==> src/hw/rtl/icmp_rtt_pkg.sv <==
// shared types, constants and helpers for the icmp echo round-trip statistics block
// no dependencies; every other file in hw/rtl imports this package
package icmp_rtt_pkg;

	// default packet length limit, bytes past it are dropped
	localparam int MAX_PACKET_BYTES_DEF = 4096;

	// number of captured message bytes per candidate offset
	localparam int NSLOT = 18;
	// slot holding absolute byte 9 (protocol) in the offset-zero view
	localparam int PROTO_SLOT = 7;

	// saturated length, enough to compare with header length plus 8
	localparam int LEN_W   = 7;
	localparam int LEN_SAT = 127;

	// results held or in flight before input is stalled
	localparam int RES_DEPTH = 16;

	// time arithmetic constants
	localparam logic [31:0] USEC_PER_SEC  = 32'd1000000;
	localparam logic [31:0] USEC_PER_MSEC = 32'd1000;
	localparam logic [31:0] MS_PER_SEC    = 32'd1000;
	localparam logic [31:0] MIN_TRIP_INIT = 32'd999999999;

	// floor(2^41 / 1000): quotient estimate is exact or one low
	localparam logic [31:0] RECIP_1000  = 32'd2199023255;
	localparam int          RECIP_SHIFT = 41;
	localparam int          Q_W         = 64 - RECIP_SHIFT;

	// icmp message types
	localparam logic [7:0] TYPE_ECHOREPLY = 8'd0;
	localparam logic [7:0] TYPE_UNREACH   = 8'd3;
	localparam logic [7:0] TYPE_SRCQUENCH = 8'd4;
	localparam logic [7:0] TYPE_REDIRECT  = 8'd5;
	localparam logic [7:0] TYPE_TIMXCEED  = 8'd11;

	// configuration register indexes
	localparam logic [1:0] REG_ECHO_IDENT    = 2'd0;
	localparam logic [1:0] REG_TIMING_ENABLE = 2'd1;
	localparam logic [1:0] REG_TARGET_ADDR   = 2'd2;

	// result classification
	typedef enum logic [2:0] {
		ST_SHORT     = 3'd0,
		ST_OUR       = 3'd1,
		ST_FOREIGN   = 3'd2,
		ST_ERR_TGT   = 3'd3,
		ST_ERR_OTHER = 3'd4,
		ST_OTHER     = 3'd5
	} status_t;

	typedef logic [NSLOT-1:0][7:0] slots_t;

	// fields of the icmp message at one candidate offset
	typedef struct packed {
		logic [7:0]  typ;
		logic [7:0]  code;
		logic [15:0] ident;
		logic [15:0] seq;
		logic [31:0] tsec;
		logic [31:0] tusec;
		logic [31:0] inner;
	} view_t;

	// packet end: saturated length and receive time
	typedef struct packed {
		logic [LEN_W-1:0] len;
		logic [31:0]      sec;
		logic [19:0]      usec;
	} pkt_end_t;

	// classification carried down the trip pipeline
	typedef struct packed {
		status_t     status;
		logic [7:0]  typ;
		logic [7:0]  code;
		logic [15:0] seq;
		logic        timed;
		logic        our;
	} cls_t;

	// one result item
	typedef struct packed {
		status_t     status;
		logic [7:0]  typ;
		logic [7:0]  code;
		logic [15:0] seq;
		logic        trip_valid;
		logic [31:0] trip;
		logic [31:0] rmin;
		logic [31:0] rmax;
		logic [31:0] rsum;
		logic [31:0] count;
	} res_t;

	// message-relative offset of capture slot k
	function automatic logic [4:0] slot_rel(input int k);
		if (k < 2) begin
			return 5'(k);
		end else if (k < 14) begin
			return 5'(k + 2);
		end else begin
			return 5'(k + 10);
		end
	endfunction

	// big-endian field view of one slot set
	function automatic view_t slot_view(input slots_t b);
		view_t v;
		v.typ   = b[0];
		v.code  = b[1];
		v.ident = {b[2], b[3]};
		v.seq   = {b[4], b[5]};
		v.tsec  = {b[6], b[7], b[8], b[9]};
		v.tusec = {b[10], b[11], b[12], b[13]};
		v.inner = {b[14], b[15], b[16], b[17]};
		return v;
	endfunction

endpackage

==> src/hw/rtl/icmp_rtt_classify.sv <==
// packet classification and raw time differences, one register stage
// depends on icmp_rtt_pkg
module icmp_rtt_classify (
	input  logic                    clk,
	input  logic                    arst_n,
	input  logic                    done_s1,
	input  icmp_rtt_pkg::pkt_end_t  pend_s1,
	input  icmp_rtt_pkg::slots_t    cap0_q,
	input  icmp_rtt_pkg::slots_t    caph_q,
	input  logic [15:0]             echo_ident,
	input  logic                    timing_enable,
	input  logic [31:0]             target_addr,
	output logic                    done_s2,
	output icmp_rtt_pkg::cls_t      cls_s2,
	output logic [31:0]             du_s2,
	output logic [31:0]             ds_s2
);
	import icmp_rtt_pkg::*;

	view_t      v0;
	view_t      vh;
	view_t      v;
	logic [5:0] hlen;
	logic       off0;
	logic       short_pkt;
	cls_t       cls;

	// pick the message offset
	assign v0        = slot_view(cap0_q);
	assign vh        = slot_view(caph_q);
	assign hlen      = {cap0_q[0][3:0], 2'b00};
	assign off0      = (cap0_q[PROTO_SLOT] == 8'd0) || (hlen == 6'd0);
	assign v         = off0 ? v0 : vh;
	assign short_pkt = pend_s1.len < (LEN_W'(hlen) + LEN_W'(8));

	// type decode
	always_comb begin
		cls = '{status: ST_SHORT, typ: 8'd0, code: 8'd0, seq: 16'd0,
			timed: 1'b0, our: 1'b0};
		if (!short_pkt) begin
			cls.typ  = v.typ;
			cls.code = v.code;
			case (v.typ)
				TYPE_UNREACH, TYPE_SRCQUENCH, TYPE_REDIRECT, TYPE_TIMXCEED: begin
					cls.status = (v.inner == target_addr) ? ST_ERR_TGT : ST_ERR_OTHER;
				end
				TYPE_ECHOREPLY: begin
					cls.seq = v.seq;
					if (v.ident == echo_ident) begin
						cls.status = ST_OUR;
						cls.our    = 1'b1;
						cls.timed  = timing_enable;
					end else begin
						cls.status = ST_FOREIGN;
					end
				end
				default: begin
					cls.status = ST_OTHER;
				end
			endcase
		end
	end

	// stage register
	always_ff @(posedge clk or negedge arst_n) begin
		if (!arst_n) begin
			done_s2 <= 1'b0;
		end else begin
			done_s2 <= done_s1;
		end
	end

	always_ff @(posedge clk) begin
		if (done_s1) begin
			cls_s2 <= cls;
			du_s2  <= {12'd0, pend_s1.usec} - v.tusec;
			ds_s2  <= pend_s1.sec - v.tsec;
		end
	end

endmodule

==> config.mk <==
export PLATFORM = sky130hd
export DESIGN_NAME = icmp_rtt_classify
export DESIGN_NICKNAME = d
export VERILOG_FILES = /design/src/hw/rtl/icmp_rtt_pkg.sv /design/src/hw/rtl/icmp_rtt_classify.sv
export SDC_FILE = /design/constraint.sdc
export NUM_CORES = 1
export LEC_CHECK = 0
export ABC_AREA = 1
export ABC_CLOCK_PERIOD_IN_PS = 800
export BUFFER_PORTS_ARGS = -buffer_cell sky130_fd_sc_hd__buf_2
export CAP_MARGIN = 20
export CORE_AREA = 10 10 191 193
export CTS_CLUSTER_SIZE = 40
export DETAILED_ROUTE_END_ITERATION = 10
export DIE_AREA = 0 0 201 203
export PLACE_DENSITY = 0.63
export SYNTH_ARGS = -nofsm -noshare
export SYNTH_HDL_FRONTEND = slang
export SYNTH_SLANG_ARGS = --single-unit
==> constraint.sdc <==
create_clock -name clk -period 0.8 [get_ports clk]
set_clock_uncertainty 0.1 [all_clocks]
set_input_delay 0.12 -clock clk [delete_from_list [all_inputs] [get_ports clk]]
set_output_delay 0.12 -clock clk [all_outputs]
set_load 0.05 [all_outputs]
* Yosys cells after proc, flatten, opt, wreduce, memory -nomap -nowiden
Cells that the tools add are included.
** Operators by class
- $add $sub $neg :: 3
- Multipliers :: 0
- Divide/modulo/power cells :: 0
- Order comparisons :: 1
- Equality and inequality tests :: 6
- Shift-type cells :: 0
- Muxes and demuxes :: 5
- Bitwise operators :: 2
- Reductions and logical operators :: 7
** Operators by type and width (number)
- $mux W144 :: 1
- $eq A32 B32 Y1 :: 1
- $sub A20 B32 Y32 :: 1
- $sub A32 B32 Y32 :: 1
- $eq A16 B16 Y1 :: 1
- $eq A8 B3 Y1 const B :: 2
- $logic_not A8 Y1 :: 2
- $eq A8 B2 Y1 const B :: 1
- $eq A8 B4 Y1 const B :: 1
- $add A6 B4 Y7 const B :: 1
- $lt A7 B7 Y1 :: 1
- $logic_not A6 Y1 :: 1
- $pmux W3 S2 :: 1
- $reduce_or A4 Y1 :: 1
- $mux W3 :: 1
- $reduce_or A3 Y1 :: 1
- $mux W2 :: 1
- $not A1 Y1 :: 2
- $reduce_or A2 Y1 :: 1
- $logic_or A1 B1 Y1 :: 1
- $mux W1 :: 1
** Storage, ports and cells
- Flip-flop bits (word level) :: 102
- Bits in latches :: 0
- Memory bits (writable) :: 0
- ROM bits :: 0
- Input bits :: 399
- Output and inout bits :: 102
- Word-level logic and storage cells :: 33
- Memories :: 0

* Logic depth before layout (Yosys ltp)
Gate-level depths: netlist of run 1.
- Word-level depth :: 6
- Depth in mapped cells :: 24
- Mapped depth without buffers :: 21

* Worst setup path after synthesis of run 1
No wires, ideal clock.
- Path type :: input-to-reg
- From :: in cap0_q[57] (netlist bit)
- To :: reg ds_s2[18], data pin
- Library setup time :: 265 ps
- Arrival time :: 3164 ps
- Data required time :: 435 ps
- Slack :: -2729 ps
- Cell stages on the path :: 21
- Buffers on the path :: 4
- Cells stage by stage :: nor2_1 -> nand2_1 -> o21ai_4 -> buf_2 -> buf_2 -> buf_2 -> buf_2 -> nand2_1 -> nand2_1 -> ha_1 -> inv_1 -> fa_1 -> nand3_1 -> nand2_1 -> nand3_1 -> nand2_1 -> nand2_1 -> nand3_1 -> a21boi_0 -> o21ai_0 -> xor2_1
** On the way
- Cells in the longest elaborated chain, start to end :: 4
** RTL lines
- start: declaration :: line icmp_rtt_classify.sv:8 : input icmp_rtt_pkg::slots_t cap0_q,
- $logic_not A8 Y1 :: line icmp_rtt_classify.sv:32 : assign off0 = (cap0_q[PROTO_SLOT] == 8'd0) || (hlen == 6'd0);
- $logic_or A1 B1 Y1 :: line icmp_rtt_classify.sv:32
- $mux W144 (*) :: line icmp_rtt_classify.sv:33 : assign v = off0 ? v0 : vh;
- $sub A32 B32 Y32 (*) :: line icmp_rtt_classify.sv:77 : ds_s2 <= pend_s1.sec - v.tsec;
- end signal: assignment :: line icmp_rtt_classify.sv:77
- end: declaration :: line icmp_rtt_classify.sv:16 : output logic [31:0] ds_s2
Every way passes the cells marked *; elsewhere a longest branch is shown, timed or not.
A chain may end at the register's enable or synchronous reset.

* Worst setup path in the final report of run 1
- From :: in cap0_q[0] (netlist bit)
- To :: reg ds_s2[24], data pin
** On the way
- Cells in the longest elaborated chain, start to end :: 4
** RTL lines (line)
- $logic_not A6 Y1 :: icmp_rtt_classify.sv:32
- $logic_or A1 B1 Y1 :: icmp_rtt_classify.sv:32
- $mux W144 :: icmp_rtt_classify.sv:33
- $sub A32 B32 Y32 :: icmp_rtt_classify.sv:77
No other way between the ends.

==> results of run 1 <==
==> repair_timing <==
item,in CTS,in global routing
buffers inserted,38,60
setup endpoints to repair,203,204
pin swaps,54,119
resized for setup,180,344
hold endpoints to repair,5,0
gates cloned,1,7
hold buffers,2,0
==> Yosys cell counts, types with 16 or more instances <==
cell / n
sky130_fd_sc_hd__nand3b_1: 36
sky130_fd_sc_hd__inv_1: 180
sky130_fd_sc_hd__mux2i_1: 50
sky130_fd_sc_hd__nand3_1: 95
sky130_fd_sc_hd__nand2_1: 425
sky130_fd_sc_hd__ha_1: 56
sky130_fd_sc_hd__xnor2_1: 16
sky130_fd_sc_hd__edfxtp_1: 101
sky130_fd_sc_hd__o21ai_0: 32
sky130_fd_sc_hd__a21oi_1: 64
sky130_fd_sc_hd__xor2_1: 42
sky130_fd_sc_hd__nor2_1: 93
==> power breakdown <==
part	internal (mW)	switching, mW
Combinational	6.08	7.63
Sequential	6.83	0.382
Clock	2.16	2.29
Total	15.1	10.3
==> layout make-up <==
cell class / instances / area share
multi-input combinational: 1022 / 0.406
sequential: 102 / 0.170
antenna: 4 / 0.000556
tap: 442 / 0.0307
timing repair buffer: 816 / 0.339
clock buffer: 9 / 0.0125
inverter: 182 / 0.0388
clock inverter: 6 / 0.00313
==> logic make-up (layout without fill, tap and decap cells) <==
logic type	Yosys count	count (layout)
xor gates and xnor gates	58	58
buffers and inverters	215	1013
muxes	50	50
adders and majority gates	58	58
DFF	102	102
AOI/OAI and AO/OA	164	164
and+or+nand+nor	692	692
other	0	4
==> worst max path at each step <==
stage	to	startpoint	depth (start not counted)
after global routing	ds_s2[30]	cap0_q[63]	19
after CTS	ds_s2[30]	cap0_q[56]	23
after global placement	du_s2[27]	cap0_q[57]	18
after floorplan	ds_s2[24]	cap0_q[60]	22
after detailed placement	du_s2[27]	cap0_q[57]	18
final	ds_s2[24]	cap0_q[0]	19
==> flip-flops by register name (all words and copies together), names as in the netlist <==
signal,flops
cls_s2,37
ds_s2,32
du_s2,32
done_s2,1
==> metrics by stage <==
step / area, sq um / power [mW] / hold WS [ps] / utilization
after floorplan: 9870 / 13.1 / -276 / -
after global placement: 14800 / 18.0 / -203 / 0.457
after detailed placement: 14800 / 18.1 / -203 / 0.457
after CTS: 16100 / 23.7 / -12.4 / 0.497
after global routing: 18000 / 26.6 / 1.24 / 0.555
final: 18000 / 25.4 / 7.54 / 0.555
==> routing by layer <==
| metal | global-route usage | vias up | share of wire | wire length [microns] |
|---|---|---|---|---|
| met4 | 0.0768 | 0 | 0.034 | 1640 |
| met2 | 0.364 | 459 | 0.52 | 25300 |
| met5 | 0 | - | 0 | 0 |
| met1 | 0.227 | 5779 | 0.39 | 18800 |
| li1 | - | 6001 | - | - |
| met3 | 0.0449 | 81 | 0.062 | 3020 |
==> run summary, run 1 <==
The total CTS buffers is 9. The depth of the worst hold-timing path came out at 3. The horizontal die dimension came out at 201 microns.

The maximum frequency from static timing analysis came out at ~360 MHz. Summing all multi-input logic gate instances after layout gives 0.00731 sq mm. STA classifies the critical path endpoint as a flip-flop. Clock tree synthesis selected as its root buffer the cell sky130_fd_sc_hd__clkbuf_16. When the netlist entered floorplanning its net count stood at 1796. The critical path class is primary input to flip-flop. The placer's final routability congestion estimate came out at 0.950. The total global routing track utilization is 0.202. The count of standard-cell rows came out at 66.

The final-layout setup total negative slack came out at -194970 ps. The total length of routed wires came out at ~50000 microns. The standby leakage power is 9.01 nW.

The detailed router finished its first iteration with 771 violations. In the layout the commonest cells are 433 x sky130_fd_sc_hd__buf_2, 349 x sky130_fd_sc_hd__nand2_1, 235 x sky130_fd_sc_hd__buf_4, 166 x sky130_fd_sc_hd__inv_1, 101 x sky130_fd_sc_hd__edfxtp_1. The total overflow left after global routing is 0. The height of the chip came out at about 200 microns. The worst path in the final design needs a cycle of 2770 ps, including I/O delays and setup.

The number of buffers added on ports is 498. The mux contribution to synthesized area is 0.0518. In the final design database the tool counted 2590 nets. The floorplan step defined a die boundary enclosing 0.0408 sq mm. The DRC violations left came out at 0. The mean post-synth cell area is about 7.2 sq um. The worst hold path startpoint is cap0_q[40]. Walking the worst path, the cells encountered are buf_2 > nor2_1 > nand2_2 > o21ai_4 > buf_12 > buf_8 > buf_12 > buf_8 > mux2i_4 > ha_4 > a21o_1 > nor2_2 > nand2_2 > a21oi_4 > inv_2 > a21o_1 > nand2_1 > nand2_1 > xor2_1. The final route contains around 12000 vias. The largest single stage delay on the critical path is 240 ps. The required time of the worst setup path came out at 820 ps. At the pin with the least slew margin, the transition time is 487 ps.

The simple-gate portion of the synthesized area is 0.307. In the post-synthesis netlist, the biggest area contributors are sky130_fd_sc_hd__edfxtp_1 31%, sky130_fd_sc_hd__nand2_1 17%, sky130_fd_sc_hd__ha_1 7.2%, sky130_fd_sc_hd__inv_1 7.0%, sky130_fd_sc_hd__mux2i_1 5.2%. The number of fill cells in the layout is 2868. For the worst setup path, the data arrival time is 2790 ps.

The TritonCTS clock tree is built. The initial cell density of the core came out at 0.298. The relative slew slack is 0.672. The complex-gate fraction of the synthesized area came to 0.104. Dividing the final minimum period by the clock period gives 3.47. The kind of cell adding the most delay to the critical path is compound AO/OA/AOI/OAI gates. The leading register cell type out of synthesis is sky130_fd_sc_hd__edfxtp_1. The largest family of logic cells by synthesized area is simple AND/OR/NAND/NOR gates. The detail-routed via count per cell is approximately 4.8. The count of flip-flops with a built-in enable after synthesis is 101. After detailed routing, the average wire length per cell comes to 18.9 microns. The number of buffers between clock root and the deepest sink is 2. The CTS H-tree depth came out at 3. The synthesis-stage register bit count is 102. The checks that failed: negative setup slack.

The final cell count without fillers came out at 2583. The total standard cell area after synthesis came out at 0.00967 sq mm. The post-synthesis to final-layout area growth is 86.4%.

The pre-antenna-repair detailed-routing pass consisted of 8 iterations. The core area came out at approximately 0.032 sq mm. The clock-pin slew reported for the worst setup and hold paths after clock tree synthesis came out at ~90 ps. Summed over all instances, the cell type with the most area after synthesis is sky130_fd_sc_hd__edfxtp_1. The worst-case setup slack after placement came out at -2630 ps. Of the total synthesized cell area, the portion taken by full adders, half adders and majority gates is 0.0766. The largest net degree at the start of global routing came out at 59. The final setup slack of the worst path came out at -1970 ps. The remaining number of nets flagged by the antenna check after routing came out at 0. The highest-delay cell along the critical path is sky130_fd_sc_hd__mux2i_4.

During synthesis, Yosys emitted a total of 0 warnings. The proportion of layout cells with a drive suffix above 1 came out at 0.533. STA classifies the critical path startpoint as a primary input. In this run the worst hold path is classified as primary input to flip-flop.

The number of placed instances with taps included is about 2500. The number of buffer and inverter stages on the critical path came out at 6. The via count of the first global-routing pass came out at 11900.

The power density over the cells came out at approximately 1400 mW/mm^2. The number of max-slew violations in the final report is 0. The number of antenna violations at the first check in global routing came out at 5. The netlist uses 48 different library cells. Setup repair after global routing could not meet its margin everywhere. The path with the worst hold slack has its endpoint at cls_s2[2].

The first-pass GRT wire length is 65500 microns. The clock sink total came out at 102. The async set-or-reset flop fraction in the synthesized netlist is 0.00980. The HPWL after detailed placement came out at 36700 microns. The post-synthesis xor/xnor area fraction is 0.0525. Leaving out fill and tap cells, the most frequent cell in the layout is sky130_fd_sc_hd__buf_2.

The sequential element share of the synthesized area is 0.316. Summing all flip-flop and latch instances after layout gives about 0.003 sq mm. The setup-violating endpoint count in the final report is approximately 200.

The share of synthesized area in the top cell type comes to 0.314. The number of max-cap violations is 0. 501 I/O pins were placed. The flow ran to the end, but the final reports show violations. The number of hold violations in the final report is 0. The largest fanout on the critical path came out at 8. The worst-case IR drop observed on VDD is approximately 1.1 mV. The post-synthesis cell count came out at roughly 1300.
Note: power is estimated with default switching activity, not from simulation.
==> run 2, diff against run 1 <==
- CTS_BUF_LIST: unset -> sky130_fd_sc_hd__clkbuf_8
- SKIP_LAST_GASP: unset -> 1
==> run 2 against run 1 <==
Effect of this change:
- clock power down 24%
- worst hold slack worse by 31 ps
- highest routed layer unchanged
- combinational power down 4%
- clock-buffer cell count unchanged
- maximum frequency up 2.6%
- sequential share of layout area up 0.59 points
- the run ends with negative hold slack, negative setup slack left
- cell count down 0.15%
- die area unchanged
- largest cell class unchanged
- critical path type unchanged
- non-clock buffer count down 4
- via count down 1.0%
==> run summary, run 2 (synthesis gave the netlist of run 1 again) <==
The final cell count without fillers came to 2579 (-0.15%). The final setup slack of the worst path came out at -1900 ps (+70.3 ps). The first-iteration detailed-routing DRC count is 846 (+9.7%).

The core area was 0.0325 sq mm (unchanged). The clock group share of total power is 0.143 (-0.032). STA classifies the critical path startpoint as a primary input.

Setup repair after global routing could not meet its margin everywhere. The total CTS buffers came to 9 (unchanged). The worst-margin pin slew is 440 ps (-47.3 ps). The path class of the tightest hold or removal check is primary input to flip-flop. The peak supply drop is 1.01 mV (-7.1%).

The final layout net count is 2586 (-0.15%). The height of the chip is 203 microns (unchanged). The total vias in the final route is 12200 (-1.0%). The number of placed I/O pins came out at 501 (unchanged).

The number of flip-flops under the largest register name is 37 (unchanged). The initial cell density of the core is 0.298 (unchanged). The setup-violating endpoint count in the final report is 203 (unchanged). The via count of the first global-routing pass was 11800 (-0.50%). The largest net degree at the start of global routing came out at 59 (unchanged). The detail-routed via count per cell came out at 4.73 (-0.89%). The checks that failed: negative hold slack, negative setup slack. The number of buffer and inverter stages on the critical path was 8 (+2).

The HPWL after detailed placement came to 36700 microns (unchanged). The power density over the cells is 1360 mW/mm^2 (-3.3%). The proportion of layout cells with a drive suffix above 1 came to 0.506 (-0.0276). The post-synthesis to final-layout area growth came out at 80.1%. The number of buffers between clock root and the deepest sink came out at 2 (unchanged). The final period utilization is 3.38 (-0.0879). The number of max-slew violations in the final report came out at 0 (unchanged).

The remaining number of nets flagged by the antenna check after routing is 0 (unchanged). The most common cell type on the critical path is sky130_fd_sc_hd__nand2_2. The number of hold violations in the final report came out at 10 (+10).

The worst-case setup slack after placement is -2630 ps (unchanged). In the final layout, the registers with the most flip-flops are cls_s2: 37 flops, ds_s2: 32 flops, du_s2: 32 flops. The internal power contribution is 13.7 mW (-8.9%). The horizontal die dimension came out at 201 microns (unchanged).

The largest fanout on the critical path came out at 8 (unchanged). The total global routing track utilization came to 0.201 (-0.000766). The first-pass iteration count of the detailed router is 6 (-2). The arrival time at the worst endpoint is 2760 ps (-30 ps).

The DRC violations left came out at 0 (unchanged). The tightest hold margin came out at -23.5 ps (-31.1 ps). The root buffer cell chosen for the clock tree is sky130_fd_sc_hd__clkbuf_8. The number of placed instances with taps included is 2469 (unchanged). The placer's final routability congestion estimate came out at 0.950 (unchanged).

The detailed-route wire length per cell came out at 18.5 microns (-2.0%). The total length of routed wires came out at 47800 microns (-2.1%). The worst setup path is of the primary input to flip-flop kind. The largest individual stage delay along the critical path comes from the cell sky130_fd_sc_hd__ha_4. The maximum frequency from static timing analysis is 370 MHz (+2.6%). The number of buffers added on ports came out at 498 (unchanged). The clock sink total was 102 (unchanged). The depth of the worst hold-timing path came out at 3 (unchanged). The TritonCTS clock tree is built. The number of max-cap violations came out at 0 (unchanged).

The cell family contributing the most delay on the critical path is buffers and inverters. The relative slew slack is 0.704 (+0.0319). The placed instance area came to 0.0148 sq mm (unchanged). The core occupancy in the finished layout is 0.536 (-0.0187). The library cell used most frequently in the layout, excluding fill and tap cells, is sky130_fd_sc_hd__buf_2. The aggregate global routing overflow is 0 (unchanged).

The register with the most flip-flops in the final layout is cls_s2. The switching fraction of total power is 0.421 (+0.0151). The die area came out at 0.0408 sq mm (unchanged). The post-layout minimum cycle time came out at 2700 ps (-70.3 ps).

The worst setup path is captured at a flip-flop. The number of antenna violations at the first check in global routing came to 5 (unchanged). The top cell types in the final layout, fill and taps aside, are 466 x sky130_fd_sc_hd__buf_2, 368 x sky130_fd_sc_hd__nand2_1, 227 x sky130_fd_sc_hd__buf_4, 169 x sky130_fd_sc_hd__inv_1, 101 x sky130_fd_sc_hd__edfxtp_1. The required time of the worst setup path came to 860 ps (+40 ps). The power share of the sequential group is 0.302 (+0.018). The count of standard-cell rows came to 66 (unchanged). The signal on the critical path passes through buf_8 > nor2_4 > nand2_2 > o21ai_4 > buf_12 > buf_8 > buf_12 > buf_4 > buf_6 > mux2i_4 > ha_4 > a21oi_4 > o21ai_2 > nand2_1 > nand2_2 > nand2_2 > nand3_2 > inv_2 > o22ai_4 > buf_6 > xor2_2. The combinational power share is 0.556 (+0.016). The first-pass GRT wire length came out at 65200 microns (-0.44%). The clock-pin slew reported for the worst setup and hold paths after clock tree synthesis came to 120 ps (+30 ps). The CTS H-tree depth came out at 3 (unchanged).

The design area is 0.0174 sq mm (-3.4%). The standby leakage power came out at 8.83 nW (-2.1%). The logic depth of the worst setup path including buffers was 21 (+2). The power dissipated by switching net loads was 9.98 mW (-3.1%).

The flow ran to the end, but the final reports show violations. The largest incremental delay on the critical path is 260 ps (+20 ps).
==> run 2: layout make-up <==
class                   count  area, sq um
diodes                      4         10.0
clock buffers               9          124
clock inverters             6         56.3
fillers                  2933        15000
inverters                 182          693
multi-input cells        1022         7040
flip-flops and latches    102         3060
well taps                 442          553
repair buffers            812         5870
==> run 2: per-stage QoR <==
stage	total power [mW]	TNS [ps]
2_1_floorplan	13.1	-158580
3_3_place_gp	18.0	-212950
3_5_place_dp	18.1	-217180
4_1_cts	22.5	-192000
5_1_grt	24.9	-202710
6_report	23.7	-192280
==> run 2: final timing paths <==
path,endpoint,start
worst min-delay path,cls_s2[17],cap0_q[39]
worst max-delay path,du_s2[22],cap0_q[56]
max in group asynchronous,done_s2,arst_n
min in group asynchronous,done_s2,arst_n
==> run 2: power groups by stage <==
stage / logic, mW / registers, mW / clock network, mW
2_1_floorplan: 3.44 / 9.64 / 0
6_report: 13.2 / 7.15 / 3.38
5_1_grt: 14.0 / 7.20 / 3.71
4_1_cts: 11.8 / 7.14 / 3.56
3_5_place_dp: 10.9 / 7.25 / 0
3_3_place_gp: 10.8 / 7.25 / 0
==> run 2: timing repair <==
item                                    4_1_cts  5_1_grt
resized for setup                           136      229
endpoints found under the setup margin      203      203
hold buffers                                  5        1
endpoints found under the hold margin        23       16
buffers inserted                             48       50
cloned                                        2        7
pin swaps                                    45      109
==> run 2: layer usage <==
metal,track usage,vias to the layer above,share of wire
met4,0.0703,0,0.032
met1,0.229,5641,0.39
met3,0.0436,75,0.065
met2,0.363,477,0.51
met5,0,-,0
li1,-,5998,-
==> run 3, diff against run 2 <==
- CELL_PAD_IN_SITES_DETAIL_PLACEMENT: unset -> 1
- CELL_PAD_IN_SITES_GLOBAL_PLACEMENT: unset -> 2
- CORE_AREA: 10 10 191 193 -> 10 10 212 214
- DIE_AREA: 0 0 201 203 -> 0 0 222 224
- PLACE_DENSITY: 0.63 -> 0.89
==> run 3 against run 2 <==
Effect of this change:
- the run still ends with negative hold slack, negative setup slack left
- first-iteration DRC count down 17%
- combinational power up 18%
- core utilization down 6.0 points
- critical path type unchanged
- critical endpoint is now du_s2[21]
==> run summary, run 3 (synthesis gave the netlist of run 1 again) <==
The post-layout minimum cycle time was 2730 ps (+26.0 ps). The clock sink total came out at 102 (unchanged). The number of max-cap violations is 0 (unchanged). The placed instance area is 0.0151 sq mm (+1.7%). The final layout net count came to 2663 (+3.0%).

The remaining number of nets flagged by the antenna check after routing was 0 (unchanged). The largest fanout on the critical path came out at 6 (-2). The relative slew slack is 0.689 (-0.0151). The number of hold violations in the final report was 2 (-8). TritonCTS built the clock tree. In this run the clock root is driven by a sky130_fd_sc_hd__clkbuf_8. The number of placed instances with taps included is 2566 (+3.9%). The tightest hold margin came to -15.0 ps (+8.55 ps). The required time of the worst setup path is 910 ps (+50 ps).

The largest incremental delay on the critical path came out at 350 ps (+90 ps). The final cell count without fillers is 2753 (+6.7%). The post-synthesis to final-layout area growth is 100%. The design area is 0.0193 sq mm (+11%).

The worst-margin pin slew was 467 ps (+27.3 ps). The final period utilization came out at 3.41 (+0.0325). The HPWL after detailed placement is 42500 microns (+16%). The peak supply drop is 0.880 mV (-13%). The depth of the worst hold-timing path came to 3 (unchanged). The total CTS buffers is 9 (unchanged). The total global routing track utilization was 0.229 (+0.0278).

The placer's final routability congestion estimate came out at 0.908 (-4.4%). The core area came to 0.0406 sq mm (+25%). The via count of the first global-routing pass is 14800 (+26%). The critical path goes through buf_8 > nor2_4 > nand2_2 > o21ai_4 > buf_6 > buf_16 > mux2i_1 > ha_1 > a21oi_1 > o21ai_1 > a21oi_1 > nand3_2 > nand2_2 > nand2_4 > buf_4 > xor2_1. The worst-case setup slack after placement is -2470 ps (+159 ps).

The total vias in the final route is 13500 (+10%). The number of buffers between clock root and the deepest sink is 2 (unchanged). The number of buffers added on ports came out at 498 (unchanged).

The first-pass iteration count of the detailed router came out at 6 (unchanged). For this design, the slowest cell found on the critical path is sky130_fd_sc_hd__ha_1. The CTS H-tree depth is 3 (unchanged). The flow ran to the end, but the final reports show violations. The number of antenna violations at the first check in global routing came out at 9 (+4).

Setup repair after global routing could not meet its margin everywhere. The proportion of layout cells with a drive suffix above 1 came out at 0.537 (+0.0315). In the final layout, the registers with the most flip-flops are cls_s2: 37 flops, ds_s2: 32 flops, du_s2: 32 flops. The setup-violating endpoint count in the final report came out at 204 (+0.49%). The die area came out at 0.0497 sq mm (+22%). The standby leakage power was 9.45 nW (+7.0%). The detail-routed via count per cell is 4.89 (+3.4%). The most frequent standard cell in the layout excluding fill and tap cells is sky130_fd_sc_hd__buf_2. The power density over the cells came to 1390 mW/mm^2 (+2.4%).

The arrival time at the worst endpoint came out at 2840 ps (+80 ps). The number of hold-repair buffers added at the cts stage is 46 (+41). The first-iteration detailed-routing DRC count came out at 702 (-17%). The maximum frequency from static timing analysis came out at 366 MHz (-0.95%). The largest net degree at the start of global routing came to 44 (-25%). The aggregate global routing overflow is 0 (unchanged).

The number of flip-flops under the largest register name came out at 37 (unchanged). The height of the chip was 224 microns (+10%). The worst min-delay path category is primary input to flip-flop. The critical path is of the primary input to flip-flop type. The detailed-route wire length per cell came out at 24.2 microns (+31%).

The first-pass GRT wire length came out at 88400 microns (+36%). The worst setup path is captured at a flip-flop. Leaving out fill and tap cells, the most frequent cells in the layout are 384 x sky130_fd_sc_hd__buf_2, 363 x sky130_fd_sc_hd__nand2_1, 261 x sky130_fd_sc_hd__buf_4, 162 x sky130_fd_sc_hd__inv_1, 134 x sky130_fd_sc_hd__buf_6. The count of standard-cell rows came to 74 (+12%). The core occupancy in the finished layout is 0.477 (-0.0596).

The final setup slack of the worst path is -1930 ps (-26.0 ps). The critical path startpoint category is a primary input. The number of placed I/O pins came out at 501 (unchanged).

The total length of routed wires came out at 66700 microns (+39%). The number of max-slew violations in the final report came out at 0 (unchanged). The horizontal die dimension is 222 microns (+10%). The register containing the most flip-flops in the final layout is cls_s2. The final reports fail on negative hold slack, negative setup slack.

The clock-pin slew reported for the worst setup and hold paths after clock tree synthesis is 130 ps (about the same). The DRC violations left is 0 (unchanged). The initial cell density of the core is 0.238 (-0.0595).
==> run 3: routing by layer <==
metal	part of all wire	track usage
met1	0.37	0.238
met2	0.54	0.442
met3	0.048	0.0449
met4	0.046	0.0887
met5	0	0
==> run 3: per-stage QoR <==
| step | total power, mW | setup TNS [ps] |
|---|---|---|
| 5_1_grt | 28.0 | -208270 |
| 2_1_floorplan | 13.1 | -158580 |
| 3_3_place_gp | 18.3 | -205520 |
| 6_report | 26.9 | -197590 |
| 4_1_cts | 24.8 | -189270 |
| 3_5_place_dp | 18.6 | -216280 |
==> run 3: layout make-up <==
type,count,area (sq um)
Fill cell,4865,21200
Tap cell,532,666
Clock inverter,7,91.3
Antenna cell,10,25.0
Multi-Input combinational cell,1022,7520
Sequential cell,102,3060
Clock buffer,9,124
Timing Repair Buffer,889,7150
Inverter,182,703
==> run 3: power breakdown <==
part	internal, mW	leakage, nW	switching, mW	total (mW)
clock	1.52	0.105	2.48	4.00
sequential	6.84	0.991	0.539	7.38
combinational	7.00	8.35	8.57	15.6
total	15.4	9.45	11.6	26.9
==> run 3: worst max-delay path, delay by kind of cell <==
family	cells	cell delay, ps
xor gates and xnor gates	1	140
adders and majority gates	1	350
and+or+nand+nor	5	550
buffers and inverters	4	580
muxes	1	230
AOI/OAI and AO/OA	4	850
==> run 3: what timing repair did <==
action,in CTS,in global routing
setup endpoints to repair,203,204
pin swaps,81,111
gates resized for setup,415,226
buffers inserted,71,54
gates cloned,10,1
hold endpoints to repair,29,4
==> run 3: worst paths after layout <==
check                      startpoint    endpoint  slack, ps
max in group asynchronous      arst_n     done_s2         30
setup / recovery           cap0_q[59]   du_s2[21]      -1930
min in group asynchronous      arst_n     done_s2        450
hold / removal             cap0_q[38]  cls_s2[16]        -10
